**config.mk**
```make
export PLATFORM = sky130hd
export DESIGN_NAME = swlr_alu
export DESIGN_NICKNAME = d
export VERILOG_FILES = /design/src/hw/rtl/swlr_pkg.sv /design/src/hw/rtl/swlr_alu.sv
export SDC_FILE = /design/constraint.sdc
export NUM_CORES = 1
export LEC_CHECK = 0
export BUFFER_PORTS_ARGS = -buffer_cell sky130_fd_sc_hd__buf_4
export CORE_ASPECT_RATIO = 0.6
export CORE_MARGIN = 1.5
export CORE_UTILIZATION = 53
export CTS_CLUSTER_SIZE = 25
export DETAILED_ROUTE_END_ITERATION = 10
export PLACE_DENSITY = 0.74
export SYNTH_ARGS = -nofsm -noshare
export SYNTH_HDL_FRONTEND = slang
export SYNTH_SLANG_ARGS = --single-unit
```
**constraint.sdc**
```tcl
create_clock -name clk -period 4.14 [get_ports clk]
set_clock_uncertainty 0.05 [all_clocks]
set_input_delay 0.828 -clock clk [delete_from_list [all_inputs] [get_ports clk]]
set_output_delay 0.828 -clock clk [all_outputs]
set_load 0.02 [all_outputs]
```
**src/hw/rtl/swlr_pkg.sv**
```systemverilog
// Package for the sliding window linear regression unit: constants, types, helpers.
package swlr_pkg;

	localparam int unsigned WindowSize = 8;
	localparam int unsigned SlotW = (WindowSize > 1) ? $clog2(WindowSize) : 1;
	localparam int unsigned CountW = $clog2(WindowSize + 1);
	localparam logic signed [63:0] Scale = 64'sd1000;
	localparam int unsigned XW = 26;
	localparam int unsigned YW = 27;

	typedef logic signed [63:0] word_t;

	typedef enum logic [1:0] {
		OP_MUL = 2'd0,
		OP_DIV = 2'd1
	} alu_op_t;

	typedef struct packed {
		logic    start;
		alu_op_t op;
		word_t   a;
		word_t   b;
	} alu_req_t;

	typedef struct packed {
		logic  done;
		word_t res;
	} alu_rsp_t;

	typedef enum logic [5:0] {
		ST_IDLE,
		ST_MXY,
		ST_MXX,
		ST_OXY,
		ST_OXX,
		ST_F0,
		ST_F1,
		ST_F2,
		ST_F3,
		ST_D0,
		ST_D1,
		ST_D2,
		ST_D3,
		ST_AVGXY,
		ST_AVGSQ,
		ST_CHK,
		ST_BZV,
		ST_BDIV,
		ST_BMX,
		ST_ADIV,
		ST_BQ,
		ST_OUT
	} state_t;

endpackage

```
**src/hw/rtl/swlr_alu.sv**
```systemverilog
// Shared iterative unit: 64-bit wrapping multiply (shift-add) and truncating divide.
module swlr_alu (
	input  logic                clk,
	input  logic                arst_n,
	input  swlr_pkg::alu_req_t  req,
	output swlr_pkg::alu_rsp_t  rsp
);

	logic        busy_q;
	logic [6:0]  cnt_q;
	logic        op_div_q;
	logic [63:0] acc_q;
	logic [63:0] mcand_q;
	logic [63:0] mplier_q;
	logic [63:0] rem_q;
	logic        neg_q;
	logic        fin_q;
	logic [63:0] res_q;
	logic [64:0] trial;
	logic [63:0] rem_sh;

	assign rem_sh = {rem_q[62:0], mplier_q[63]};
	assign trial = {1'b0, rem_sh} - {1'b0, mcand_q};

	always_ff @(posedge clk or negedge arst_n) begin
		if (!arst_n) begin
			busy_q <= 1'b0;
			fin_q <= 1'b0;
			cnt_q <= '0;
		end else begin
			fin_q <= 1'b0;
			if (req.start) begin
				busy_q <= 1'b1;
				cnt_q <= 7'd0;
			end else if (busy_q) begin
				cnt_q <= cnt_q + 7'd1;
				if (cnt_q == 7'd63) begin
					busy_q <= 1'b0;
					fin_q <= 1'b1;
				end
			end
		end
	end

	always_ff @(posedge clk) begin
		if (req.start) begin
			op_div_q <= (req.op == swlr_pkg::OP_DIV);
			acc_q <= '0;
			rem_q <= '0;
			if (req.op == swlr_pkg::OP_DIV) begin
				mplier_q <= req.a[63] ? 64'(-req.a) : req.a;
				mcand_q <= req.b[63] ? 64'(-req.b) : req.b;
				neg_q <= req.a[63] ^ req.b[63];
			end else begin
				mplier_q <= req.b;
				mcand_q <= req.a;
				neg_q <= 1'b0;
			end
		end else if (busy_q) begin
			if (op_div_q) begin
				if (!trial[64]) begin
					rem_q <= trial[63:0];
					mplier_q <= {mplier_q[62:0], 1'b1};
				end else begin
					rem_q <= rem_sh;
					mplier_q <= {mplier_q[62:0], 1'b0};
				end
			end else begin
				if (mplier_q[0]) begin
					acc_q <= acc_q + mcand_q;
				end
				mcand_q <= {mcand_q[62:0], 1'b0};
				mplier_q <= {1'b0, mplier_q[63:1]};
			end
		end
		if (fin_q) begin
			res_q <= op_div_q ? (neg_q ? 64'(-mplier_q) : mplier_q) : acc_q;
		end
	end

	logic done_q;
	always_ff @(posedge clk or negedge arst_n) begin
		if (!arst_n) begin
			done_q <= 1'b0;
		end else begin
			done_q <= fin_q;
		end
	end

	assign rsp.done = done_q;
	assign rsp.res = res_q;

endmodule

```
==> metrics <==
hold crit path type=in2async; Yosys reg bits=331; Crit Path Max Fanout=4; Netlist cell types=79; Die H=176 um; # nets final=3747; actual slew at the worst max-slew pin=1.13 ns; Sw Pwr=4.53 mW; TritonCTS clock tree=done; Peak VDD IR=0.000265 V; Combinational Power Share=35.5%; H-tree Lvls=2; Tcrit/Tclk final=99.4%; Pint=7.45 mW; adder-cell share of the synthesized area=6.35%; CTS Buffer Depth=3; simple-gate share of the synthesized area=18.6%; DRC viols=0; Largest stage delay, worst path=0.55 ns; DPL Wire Length=74300 um; vias in the first global route=23900; post-route minimum period=4.12 ns; FF-to-FF Start=mplier_q[30]; Total GRT Usage=36.8%; f_max=243 MHz; Gate Count Post-Synth=3296; CP arrival=4.33 ns; Syn Std Cell Area=26400 sq um; crit-path cells=or4_4 -> or3_4 -> or3b_4 -> or3_4 -> or4_4 -> or4_4 -> or3_4 -> o31ai_4 -> xor2_1 -> a21oi_1; gr ovfl total=0; cts hold-fix bufs=0; Via Count=27000; post-route insts no fill=4170; unrepaired setup endpoints after global routing=yes; Reg2Reg Depth=10; status=finished, final reports clean; Slew HR=24.9%; placed cell count=4088; Worst setup startpoint=mplier_q[30]; post-DR wirelength/cell=23.4 um; Pre-Repair DR Iteration Count=6; die width=291 um; port bufs=197; synth warn=0; mean post-synth cell area=8.02 sq um; CP endpoint=res_q[59]; Sequential Power Share=35.7%; Crit Path Category=reg2reg; Rows=63; Req. time, crit path=4.35 ns; number of max-cap violations=0; total wire length=97700 um; Hold Violations, Final=0; complex-gate fraction of the synthesized area=25.8%; area delta synth->final=16.0%; largest family of logic cells by synthesized area=compound AO/OA/AOI/OAI gates; P per Cell Area=391 nW/um^2; die area=51300 sq um; GP Congestion=1.03; Syn Nets=3562; startpoint type of the worst setup path=flop; ys async rst share=3.02%; mux share of post-synthesis cell area=2.33%; clock sink count=331; first-pass GRT wire length=146000 um; Max Slew Vio Count=0; reg2reg setup slack=0.02 ns; critical path capture point type=flop; Routed Antenna Nets=0; initial antenna violation count=15; Vias/cell=6.47; largest net degree at the start of global routing=200; layout cells sized above 1=13.7%; final setup vio count=0; EDFF count, synth=194; Leak=12.6 nW; clk_lat worst skew=0.56 ns; most used flip-flop cell after synthesis=edfxtp_1; Clk pwr share=28.8%; Final Core Density=62.2%; Post-Synth XOR/XNOR Area=9.84%; clk root buf=clkbuf_16; CTS clock-pin slew for the worst setup and hold paths=0.07 ns; CTS buffer count=37; Starting Density=53.6%; sequential-to-total area share from yosys stat=32.6%; FF-to-FF End=res_q[59]; Net Sw Frac=37.8%; slowest cell on the critical path=or4_4; 1st-iter DRT viols=3675; core box area=49300 sq um; I/O Pins=198
## worst min-delay path by stage
stage | slack [ns] | to | start
floorplan | 0.39 | fin_q | cnt_q[6]
global placement | 0.41 | acc_q[27] | acc_q[27]
detailed placement | 0.42 | acc_q[29] | acc_q[29]
CTS | 0.03 | cnt_q[3] | arst_n
global route | 0.04 | done_q | arst_n
finish | 0.04 | cnt_q[3] | arst_n
## cell type report
type | instances | area, sq um
fill | 4410 | 18700
multi-input combinational | 2651 | 16800
sequential | 331 | 8620
timing repair buffer | 354 | 2810
clock buffer | 53 | 1110
tap | 650 | 813
inverter | 106 | 403
clock inverter | 14 | 126
antenna | 11 | 27.5
## per-stage QoR
stage,TNS (ns),hold WS [ns],instance area [sq um],power (mW),worst slack [ns]
detailed placement,0,0.415,29300,8.37,0.000603
CTS,0,0.0259,30500,11.8,0.0118
finish,0,0.0427,30700,12.0,0.0243
global route,-0.263,0.0364,30700,12.5,-0.0547
global placement,0,0.408,29300,8.28,0.0309
floorplan,0,0.394,26400,6.87,0.165
## layer usage
metal | part of all wire [%] | track usage [%] | vias to the layer above
li1 | - | - | 12400
met2 | 37 | 47.6 | 1558
met4 | 2.8 | 10.1 | 4
met3 | 14 | 10.8 | 171
met5 | 0.035 | 0 | -
met1 | 46 | 57.6 | 12800
## state kept, by name (all words and copies together), names as in the netlist
register and flops:
fin_q 1, neg_q 1, rem_q 63, op_div_q 1
cnt_q 7, acc_q 64, mcand_q 64, busy_q 1
mplier_q 64, res_q 64, done_q 1
## cells by family after synthesis
| group | Yosys count |
|---|---|
| and+or+nand+nor | 1063 |
| xor gates and xnor gates | 297 |
| DFF | 331 |
| AOI/OAI and AO/OA | 1097 |
| buffers and inverters | 314 |
| muxes | 61 |
| adders and majority gates | 133 |
## critical path, delay by kind of cell, from the launching register on
| family | cells | cell delay, ns |
|---|---|---|
| compound gates | 2 | 0.28 |
| xor+xnor | 1 | 0.19 |
| simple gates | 7 | 2.91 |
| flops | 1 | 0.38 |
## cell usage in the layout (no fill, tap or decap), types with 10 or more instances in the layout
cell / synthesis / layout
nand2b_1: 17 / 17
o211ai_1: 92 / 92
and2_1: 13 / 12
or3_1: 52 / 52
nand3_1: 52 / 51
ha_1: 131 / 130
nand4_1: 40 / 40
mux2i_1: 57 / 57
o21bai_1: 23 / 23
nor4_1: 18 / 17
buf_12: 0 / 11
xnor2_1: 94 / 94
a31oi_1: 76 / 75
or2_2: 18 / 18
or4_1: 39 / 34
o22ai_1: 12 / 12
xor2_1: 203 / 203
nor2_1: 215 / 215
dfxtp_1: 127 / 127
edfxtp_1: 194 / 194
a21oi_1: 290 / 290
nor2b_1: 26 / 26
o21a_1: 12 / 11
o21ai_0: 298 / 297
a211oi_1: 37 / 35
o41ai_1: 23 / 22
nand2_1: 479 / 479
a21boi_0: 10 / 10
a21o_1: 82 / 81
clkbuf_16: 0 / 39
a221oi_1: 11 / 11
nor3_1: 41 / 39
diode_2: 0 / 11
and3_1: 24 / 23
o31ai_1: 67 / 67
buf_4: 1 / 339
inv_1: 105 / 104
## synth_stat cells, types with 37 or more instances
cell type / count / area, sq um
a21o_1: 82 / 616
o211ai_1: 92 / 691
inv_1: 105 / 394
nor2_1: 215 / 807
a31oi_1: 76 / 475
edfxtp_1: 194 / 5830
o21ai_0: 298 / 1490
nand2_1: 479 / 1800
ha_1: 131 / 1640
a211oi_1: 37 / 278
nand4_1: 40 / 250
nor3_1: 41 / 205
dfxtp_1: 127 / 2540
o31ai_1: 67 / 503
xnor2_1: 94 / 823
nand3_1: 52 / 260
clkbuf_1: 180 / 676
or4_1: 39 / 293
xor2_1: 203 / 1780
or3_1: 52 / 325
a21oi_1: 290 / 1450
mux2i_1: 57 / 571
## power groups by stage
stage               sequential, mW  combinational (mW)  clock (mW)
floorplan                     4.13                2.74           0
global placement              4.29                3.99           0
detailed placement            4.31                4.06           0
CTS                           4.24                4.09        3.47
global route                  4.30                4.62        3.59
finish                        4.27                4.26        3.45
## repair_timing
| action | in CTS | in global routing |
|---|---|---|
| setup buffers | 0 | 4 |
| pin swaps | 0 | 7 |
| endpoints found under the setup margin | 2 | 49 |
| resized for setup | 1 | 24 |
(Power assumes the default switching activity.)
