--- src/hw/rtl/swlr_ram.sv ---
// Generic single-port RAM with registered read.
module swlr_ram #(
	parameter int unsigned Width = 8,
	parameter int unsigned Depth = 8
) (
	input  logic                     clk,
	input  logic                     we,
	input  logic [$clog2(Depth)-1:0] addr,
	input  logic [Width-1:0]         wdata,
	output logic [Width-1:0]         rdata
);

	logic [Width-1:0] mem_q [Depth];

	always_ff @(posedge clk) begin
		if (we) begin
			mem_q[addr] <= wdata;
		end
		rdata <= mem_q[addr];
	end

endmodule

--- config.mk ---
export PLATFORM = sky130hd
export DESIGN_NAME = swlr_ram
export DESIGN_NICKNAME = d
export VERILOG_FILES = /design/src/hw/rtl/swlr_ram.sv
export SDC_FILE = /design/constraint.sdc
export NUM_CORES = 1
export LEC_CHECK = 0
export BUFFER_PORTS_ARGS = -buffer_cell sky130_fd_sc_hd__buf_4
export CAP_MARGIN = 40
export CORE_AREA = 2 2 99 101
export DETAILED_ROUTE_END_ITERATION = 12
export DIE_AREA = 0 0 101 103
export SYNTH_ARGS = -nofsm -noshare
export SYNTH_HDL_FRONTEND = slang
export SYNTH_SLANG_ARGS = --single-unit
--- constraint.sdc ---
create_clock -name clk -period 2.43 [get_ports clk]
set_input_delay 0.6075 -clock clk [delete_from_list [all_inputs] [get_ports clk]]
set_output_delay 0.6075 -clock clk [all_outputs]
set_load 0.02 [all_outputs]
==> impl_metrics.tcl, run 1 <==
set metrics [dict create \
    finalInstanceArea_um2 3210 \
    drive_above_1_share 0.357 \
    finalMaxSlewViolations 0 \
    regToRegEndpoint "rdata[1]" \
    final_util 0.339 \
    syn_area_per_cell_um2 21.0 \
    drc 0 \
    max_slew_margin 0.719 \
    netlist_area_um2 2720 \
    nNetsFinal 181 \
    ir_worst_vdd_v 0.000285 \
    antenna_found_initial 0 \
    cts_setup_buffers 0 \
    path_buf_inv 2 \
    synth-seq-area-share 0.767 \
    cts_made_buffers 9 \
    min_path_cells 1 \
    track_usage 0.104 \
    initial_utilization 0.287 \
    cp-start-kind "input port" \
    drt_iter0_drc 96 \
    startpoint "addr[2]" \
    clockBufferDepth 2 \
    die_h_um 103 \
    cts_resized 0 \
    max_stage_delay_ns 0.36 \
    io_buffers 20 \
    n_antenna_cell 0 \
    cp_cell_sequence "buf_4, nand2_1, nor2_1, buf_4" \
    leakagePower_uw 0.00113 \
    route.met3.wl_um 206 \
    yosys_warnings 0 \
    final-setup-viol-count 0 \
    final_hold_viol_count 0 \
    drv_cap 0 \
    ios 21 \
    clock_latency_ns 0.34 \
    layout_min_cycle_time_ns 1.59 \
    dp_hpwl_mm 3.15 \
    wl_met2_mm 2.24 \
    required_ns 2.48 \
    critPathSlowestCell "nor2_1" \
    htreeDepth 3 \
    status "completed" \
    n_fill_cell 939 \
    finalCritPeriodShare 0.656 \
    regToRegSetupSlack_ns 1.18 \
    critical_path_class "input port to register" \
    place.gp.congestion 0.758 \
    ys_ff_latch 72 \
    root_buffer "clkbuf_8" \
    grt_setup_unrepaired "no" \
    r2r_cells 2 \
    power_density_nw_per_um2 725 \
    overflow 0 \
    grt_pass1_wl_mm 7.51 \
    synthCells 129 \
    cp-end-kind "register" \
    vias 1279 \
    hold_buffers 0 \
    routed_wl_mm 4.79 \
    setup_tns_ns 0 \
    cts_tree "yes" \
    drtPass1Iterations 4 \
    core_area_um2 9460 \
    clock_sinks 72 \
    synth.distinct_cells 28 \
    routed.top_layer "met4" \
    critPathMaxFanout 22 \
    syn_to_final_growth_pct 18.2 \
    dp.cells 271 \
    hold_path.class "input port to register" \
    critPathTopFamily "simple AND/OR/NAND/NOR gates" \
    timing.critical_path.to "mem_q[6][6]" \
    met1Wirelength_mm 2.23 \
    grt_pass1_vias 1312 \
    arrival_ns 1.64 \
    worst_pin_slew_ns 0.420 \
    fmax_mhz 628 \
    via_per_inst 4.49 \
    dieArea_um2 10400 \
    grt_max_degree 26 \
    rows 36 \
    r2r-start "mem_q[3][1]" \
    wl_per_cell_um 16.8 \
    setup_slack_ns 0.837 \
    worst-path-stages 4 \
    die_x_um 101 \
    cp_common_cell "buf_4" \
    drtAntennaViolNets 0 \
    finClkSkew_ns 0.00442 \
    dpl-instance-area_um2 3070 \
    synth_nets 142 \
    cts.clk_slew.worst_paths_ns 0.07 \
    post-place-ws_ns 0.458 \
    layout.cells.non_filler 285 \
]
logic make-up after synthesis:
kind of cell / synth area share
muxes: 0.158
and+or+nand+nor: 0.0332
AOI/OAI and AO/OA: 0.0207
buffers and inverters: 0.0212
DFF: 0.767
cells in the mapped netlist:
| cell | count | area [um^2] |
|---|---|---|
| a211o_1 | 1 | 8.76 |
| a21oi_1 | 1 | 5.00 |
| a22oi_1 | 1 | 7.51 |
| a311oi_1 | 1 | 8.76 |
| and3b_1 | 1 | 8.76 |
| buf_1 | 1 | 3.75 |
| buf_12 | 1 | 20.0 |
| buf_2 | 3 | 15.0 |
| buf_6 | 1 | 11.3 |
| clkbuf_1 | 1 | 3.75 |
| dfxtp_1 | 8 | 160 |
| edfxtp_1 | 64 | 1920 |
| inv_1 | 1 | 3.75 |
| mux2_1 | 1 | 11.3 |
| mux2_2 | 2 | 22.5 |
| mux2_4 | 6 | 90.1 |
| mux2i_1 | 2 | 20.0 |
| mux4_1 | 4 | 105 |
| mux4_2 | 8 | 180 |
| nand2_1 | 4 | 15.0 |
| nand2b_1 | 2 | 12.5 |
| nand3_1 | 2 | 10.0 |
| nand3b_1 | 1 | 7.51 |
| nor2_1 | 7 | 26.3 |
| nor3_1 | 2 | 10.0 |
| o211a_1 | 1 | 10.0 |
| o211ai_1 | 1 | 7.51 |
| o221ai_1 | 1 | 8.76 |
per-layer routing:
metal,track usage,vias up
met4,0.0499,0
met3,0.0380,9
met1,0.129,648
met5,0,-
met2,0.163,22
li1,-,600
worst register-to-register path: stages, from the launching register on:
cell      delay [ns]
edfxtp_1        0.37
mux4_1          0.51
mux2_4          0.27
through the flow:
| stage | total power (uW) | hold WS [ns] |
|---|---|---|
| 6_report | 2330 | 0.502 |
| 3_3_place_gp | 1620 | 0.583 |
| 2_1_floorplan | 1540 | 0.510 |
| 3_5_place_dp | 1620 | 0.553 |
| 4_1_cts | 2360 | 0.489 |
| 5_1_grt | 2440 | 0.493 |
state kept, by name (all words and copies together), names as in the netlist:
register / count
rdata: 8
mem_q: 64
worst min-delay path by stage:
stage | start | endpoint | slack (ns)
2_1_floorplan | mem_q[0][6] | rdata[6] | 0.51
3_3_place_gp | mem_q[0][6] | rdata[6] | 0.58
3_5_place_dp | mem_q[0][6] | rdata[6] | 0.55
4_1_cts | wdata[4] | mem_q[5][4] | 0.49
5_1_grt | wdata[7] | mem_q[5][7] | 0.49
6_report | wdata[7] | mem_q[1][7] | 0.50
power breakdown:
part	internal (uW)	switching, uW	total [uW]
registers	1400	10.8	1410
logic	89.4	91.4	181
clock network	355	384	739
area by class of cell:
class / instances / area (um^2) / share of cell area
clock buffers: 12 / 135 / 0.0421
clock inverters: 2 / 8.76 / 0.00273
inverters: 1 / 3.75 / 0.00117
multi-input cells: 49 / 576 / 0.179
flip-flops and latches: 72 / 2080 / 0.648
well taps: 114 / 143 / 0.0444
repair buffers: 35 / 263 / 0.0818
cells in the final DEF, fill, tap and decap left out, drive strengths merged:
cell / n
dfxtp: 8
a211o: 1
mux4: 12
nand2: 4
clkbuf: 12
o211ai: 1
nor3: 2
buf: 35
clkinv: 2
a311oi: 1
nand3: 2
mux2: 9
and3b: 1
a22oi: 1
nand2b: 2
mux2i: 2
nand3b: 1
o221ai: 1
edfxtp: 64
nor2: 7
inv: 1
a21oi: 1
o211a: 1
No activity file was read; power rests on OpenSTA's default activity.
==> run 2, diff against run 1 <==
--- a/config.mk
+++ b/config.mk
@@ -5,11 +5,12 @@
 export SDC_FILE = /design/constraint.sdc
 export NUM_CORES = 1
 export LEC_CHECK = 0
+export ABC_AREA = 1
 export BUFFER_PORTS_ARGS = -buffer_cell sky130_fd_sc_hd__buf_4
 export CAP_MARGIN = 40
-export CORE_AREA = 2 2 99 101
+export CORE_AREA = 2 2 102 104
 export DETAILED_ROUTE_END_ITERATION = 12
-export DIE_AREA = 0 0 101 103
+export DIE_AREA = 0 0 104 106
 export SYNTH_ARGS = -nofsm -noshare
 export SYNTH_HDL_FRONTEND = slang
 export SYNTH_SLANG_ARGS = --single-unit
==> constraint.sdc (replaced) <==
create_clock -name clk -period 1.29 [get_ports clk]
set_input_delay 0.3225 -clock clk [delete_from_list [all_inputs] [get_ports clk]]
set_output_delay 0.3225 -clock clk [all_outputs]
set_load 0.02 [all_outputs]
==> impl_metrics.tcl, run 2 <==
set metrics [dict create \
    most-common-layout-cells "nand2_1, edfxtp_1, inv_1, buf_4, nand3_1" \
    use_met2 0.174 \
    cts_resized 0 \
    grt_max_degree 18 \
    arrival_ns 0.81 \
    drtAntennaViolNets 0 \
    ys_ff_latch 72 \
    timing.critical_path.to "rdata[1]" \
    regToRegEndpoint "rdata[2]" \
    synth.cells.most_frequent "nand2_1, edfxtp_1, inv_1" \
    synth_edf_count 64 \
    via_per_inst 4.09 \
    clock_sinks 72 \
    yosys_warnings 0 \
    nNetsFinal 332 \
    finalInstanceArea_um2 3580 \
    synth-simple-area-share 0.216 \
    hold_buffers 0 \
    dp_hpwl_mm 3.99 \
    post-place-ws_ns 0.0111 \
    routed_wl_mm 5.88 \
    synthCells 280 \
    n_antenna_cell 0 \
    critPathMaxFanout 1 \
    synth_top_family_by_area "simple AND/OR/NAND/NOR gates" \
    core_area_um2 10000 \
    place.gp.congestion 0.776 \
    grt_setup_unrepaired "no" \
    synthFlopType "edfxtp_1" \
    startpoint "rdata[1]" \
    synth.distinct_cells 14 \
    synth-seq-area-share 0.712 \
    cts_tree "yes" \
    dpl-instance-area_um2 3410 \
    grt_pass1_vias 1801 \
    finalCritPeriodShare 0.881 \
    clock_latency_ns 0.34 \
    finClkSkew_ns 0.00879 \
    top_regs "mem_q: 64 flops, rdata: 8 flops" \
    r2r_cells 6 \
    cp-end-kind "output port" \
    regToRegSetupSlack_ns 0.41 \
    vias 1881 \
    drt_iter0_drc 101 \
    overflow 0 \
    power_density_nw_per_um2 1290 \
    finalMaxSlewViolations 0 \
    cp_cell_sequence "buf_4" \
    synth_top_area_cell "edfxtp_1" \
    die_x_um 104 \
    root_buffer "clkbuf_8" \
    final-setup-viol-count 0 \
    ir_worst_vdd_v 0.000482 \
    synth_area_leaders "edfxtp_1, nand2_1, dfxtp_1" \
    io_buffers 20 \
    netlist.area_leader.share 0.657 \
    track_usage 0.116 \
    top_register "mem_q" \
    drtPass1Iterations 4 \
    ios 21 \
    final_common_cell "nand2_1" \
    wl_per_cell_um 12.8 \
    final_hold_viol_count 0 \
    worst_pin_slew_ns 0.283 \
    setup_slack_ns 0.153 \
    drive_above_1_share 0.213 \
    drc 0 \
    synth_adder_area_share 0 \
    drv_cap 0 \
    critPathSlowestCell "dfxtp_1" \
    cp-start-kind "register" \
    leakagePower_uw 0.00156 \
    cts_setup_buffers 0 \
    gr-max-usage-layer "met2" \
    htreeDepth 3 \
    path_buf_inv 1 \
    n_fill_cell 991 \
    initial_utilization 0.292 \
    r2r-start "mem_q[2][2]" \
    syn_area_per_cell_um2 10.4 \
    gr-usage-met1 0.155 \
    clockBufferDepth 2 \
    fmax_mhz 880 \
    die_h_um 106 \
    grt_pass1_wl_mm 9.42 \
    syn_to_final_growth_pct 22.6 \
    max_stage_delay_ns 0.33 \
    synth_xor_area_frac 0 \
    largest_reg_flops 64 \
    max_slew_margin 0.811 \
    dieArea_um2 11000 \
    synthMuxAreaShare 0 \
    final_util 0.358 \
    antenna_found_initial 0 \
    required_ns 0.97 \
    async_flop_share 0 \
    critPathTopFamily "flip-flops" \
    cts_made_buffers 9 \
    worst-path-stages 1 \
    yosysMostFrequentCell "nand2_1" \
    globalRouteMet3Util 0.0362 \
    status "completed" \
    critical_path_class "register to output port" \
    synth_nets 293 \
    hold_path.class "input port to register" \
    netlist_area_um2 2920 \
    cts.clk_slew.worst_paths_ns 0.07 \
    synth_compound_area_frac 0 \
    rows 37 \
    layout_min_cycle_time_ns 1.14 \
]
run 2: cell types whose count changed after synthesis, sizes merged, moves of 2 or more:
cell / before / now
nand2: 4 / 137
inv: 1 / 40
mux4: 12 / 0
nand3: 2 / 14
mux2: 9 / 0
buf: 6 / 8
mux2i: 2 / 0
nand2b: 2 / 0
run 2: cell type report:
| class | count | area [um^2] | share of cell area |
|---|---|---|---|
| Sequential cell | 72 | 2080 | 0.581 |
| Timing Repair Buffer | 36 | 295 | 0.0824 |
| Clock inverter | 6 | 35.0 | 0.00977 |
| Inverter | 40 | 158 | 0.0440 |
| Multi-Input combinational cell | 160 | 707 | 0.197 |
| Tap cell | 136 | 170 | 0.0475 |
| Clock buffer | 10 | 138 | 0.0384 |
run 2: cell families after synthesis:
kind of cell	Yosys count
flip-flops	72
AND/OR/NAND/NOR	160
buffers and inverters	48
run 2: routing by layer:
layer / part of all wire / up-vias
met4: 0.019 / 0
met1: 0.48 / 890
met3: 0.038 / 9
met2: 0.46 / 25
met5: 0 / -
li1: - / 957
run 2: power breakdown:
group	internal [uW]	total [uW]	switching (uW)
clock network	735	1550	815
registers	2630	2650	22.1
logic	154	426	272
run 2: how the worst min path moves through the flow:
stage / startpoint / end / slack (ns) / cells past startpoint
after floorplan: wdata[0] / mem_q[0][0] / 0.42 / 0
after global placement: addr[2] / rdata[6] / 0.56 / 3
after detailed placement: addr[2] / rdata[6] / 0.56 / 3
after CTS: addr[2] / rdata[6] / 0.19 / 3
after global routing: addr[2] / rdata[6] / 0.21 / 3
final: addr[2] / rdata[6] / 0.21 / 3
run 2: stage by stage:
| step | TNS (ns) | instances | total power [uW] | hold slack [ns] |
|---|---|---|---|---|
| global route | 0 | 460 | 4830 | 0.212 |
| finish | 0 | 460 | 4630 | 0.214 |
| CTS | 0 | 460 | 4700 | 0.193 |
| floorplan | -0.520 | 280 | 2950 | 0.421 |
| detailed placement | 0 | 444 | 3140 | 0.564 |
| global placement | 0 | 444 | 3130 | 0.562 |
==> run 3, diff against run 2 <==
--- a/config.mk
+++ b/config.mk
@@ -11,6 +11,7 @@
 export CORE_AREA = 2 2 102 104
 export DETAILED_ROUTE_END_ITERATION = 12
 export DIE_AREA = 0 0 104 106
+export RECOVER_POWER = 25
 export SYNTH_ARGS = -nofsm -noshare
 export SYNTH_HDL_FRONTEND = slang
 export SYNTH_SLANG_ARGS = --single-unit
==> impl_metrics.tcl, run 3 (synthesized netlist as in run 2, its figures left out) <==
set metrics [dict create \
    most-common-layout-cells "nand2_1, edfxtp_1, inv_1, buf_4, nand3_1" \
    final_common_cell "nand2_1" \
    ir_worst_vdd_v 0.000482 \
    drive_above_1_share 0.191 \
    grt_max_degree 18 \
    status "completed" \
    cts_made_buffers 9 \
    via_per_inst 4.09 \
    cp-end-kind "output port" \
    clock_sinks 72 \
    dieArea_um2 11000 \
    track_usage 0.116 \
    cp-start-kind "register" \
    arrival_ns 0.82 \
    grt_pass1_vias 1801 \
    power_density_nw_per_um2 1300 \
    core_area_um2 10000 \
    place.gp.congestion 0.776 \
    root_buffer "clkbuf_8" \
    ios 21 \
    htreeDepth 3 \
    worst_pin_slew_ns 0.464 \
    rows 37 \
    cts_resized 0 \
    clockBufferDepth 2 \
    hold_path.class "input port to register" \
    largest_reg_flops 64 \
    cp_cell_sequence "buf_4" \
    drtPass1Iterations 4 \
    top_register "mem_q" \
    required_ns 0.97 \
    die_h_um 106 \
    max_stage_delay_ns 0.33 \
    cts.clk_slew.worst_paths_ns 0.07 \
    cts_setup_buffers 0 \
    grt_setup_unrepaired "no" \
    vias 1882 \
    drtAntennaViolNets 0 \
    critPathTopFamily "flip-flops" \
    final_hold_viol_count 0 \
    n_antenna_cell 0 \
    routed_wl_mm 5.88 \
    antenna_found_initial 0 \
    initial_utilization 0.292 \
    top_regs "mem_q: 64 flops, rdata: 8 flops" \
    critical_path_class "register to output port" \
    cts_tree "yes" \
    max_slew_margin 0.691 \
    final_util 0.356 \
    grt_pass1_wl_mm 9.42 \
    setup_slack_ns 0.152 \
    path_buf_inv 1 \
    final-setup-viol-count 0 \
    critPathMaxFanout 1 \
    leakagePower_uw 0.00153 \
    post-place-ws_ns 0.0111 \
    hold_buffers 0 \
    drt_iter0_drc 103 \
    finClkSkew_ns 0.00879 \
    layout_min_cycle_time_ns 1.14 \
    critPathSlowestCell "dfxtp_1" \
    nNetsFinal 332 \
    wl_per_cell_um 12.8 \
    io_buffers 20 \
    die_x_um 104 \
    drc 0 \
    overflow 0 \
    dp_hpwl_mm 3.99 \
    drv_cap 0 \
    finalCritPeriodShare 0.882 \
    fmax_mhz 879 \
    syn_to_final_growth_pct 21.7 \
    clock_latency_ns 0.34 \
    finalMaxSlewViolations 0 \
]
==> run 3: cell types whose count changed in the layout (fill, tap and decap cells not counted), sizes merged <==
cell    delta
buf        -7
clkbuf     +7
==> run 3: cell type report <==
class,instances,area (um^2)
clock buffers,10,138
repair buffers,36,269
fillers,994,6440
well taps,136,170
flip-flops and latches,72,2080
clock inverters,6,35.0
multi-input cells,160,707
inverters,40,158
==> run 3: routing by layer <==
metal / wire, um / global-route usage / vias to the layer above / part of all wire
met4: 111 / 0.0521 / 0 / 0.019
met1: 2840 / 0.155 / 889 / 0.48
li1: - / - / 957 / -
met3: 225 / 0.0362 / 9 / 0.038
met2: 2700 / 0.174 / 27 / 0.46
met5: 0 / 0 / - / 0
==> run 3: power by group <==
group	switching (uW)	leakage [uW]	internal [uW]
Sequential	22.1	0.000649	2630
Combinational	272	0.000797	144
Clock	817	0.0000878	735
==> run 3: final timing paths <==
check	from	to	slack, ns	cells past startpoint
max reg2reg	mem_q[2][2]	rdata[2]	0.41	6
min	addr[2]	rdata[6]	0.21	3
max	rdata[1]	rdata[1]	0.15	1
min reg2reg	mem_q[7][0]	rdata[0]	0.62	6
==> run 3: through the flow <==
| stage | setup TNS, ns | cells | power [uW] | cell area [um^2] | hold WS (ns) |
|---|---|---|---|---|---|
| finish | 0 | 460 | 4620 | 3560 | 0.214 |
| global route | 0 | 460 | 4820 | 3560 | 0.212 |
| CTS | 0 | 460 | 4700 | 3580 | 0.193 |
| detailed placement | 0 | 444 | 3140 | 3410 | 0.564 |
| global placement | 0 | 444 | 3130 | 3410 | 0.562 |
| floorplan | -0.520 | 280 | 2950 | 3030 | 0.421 |
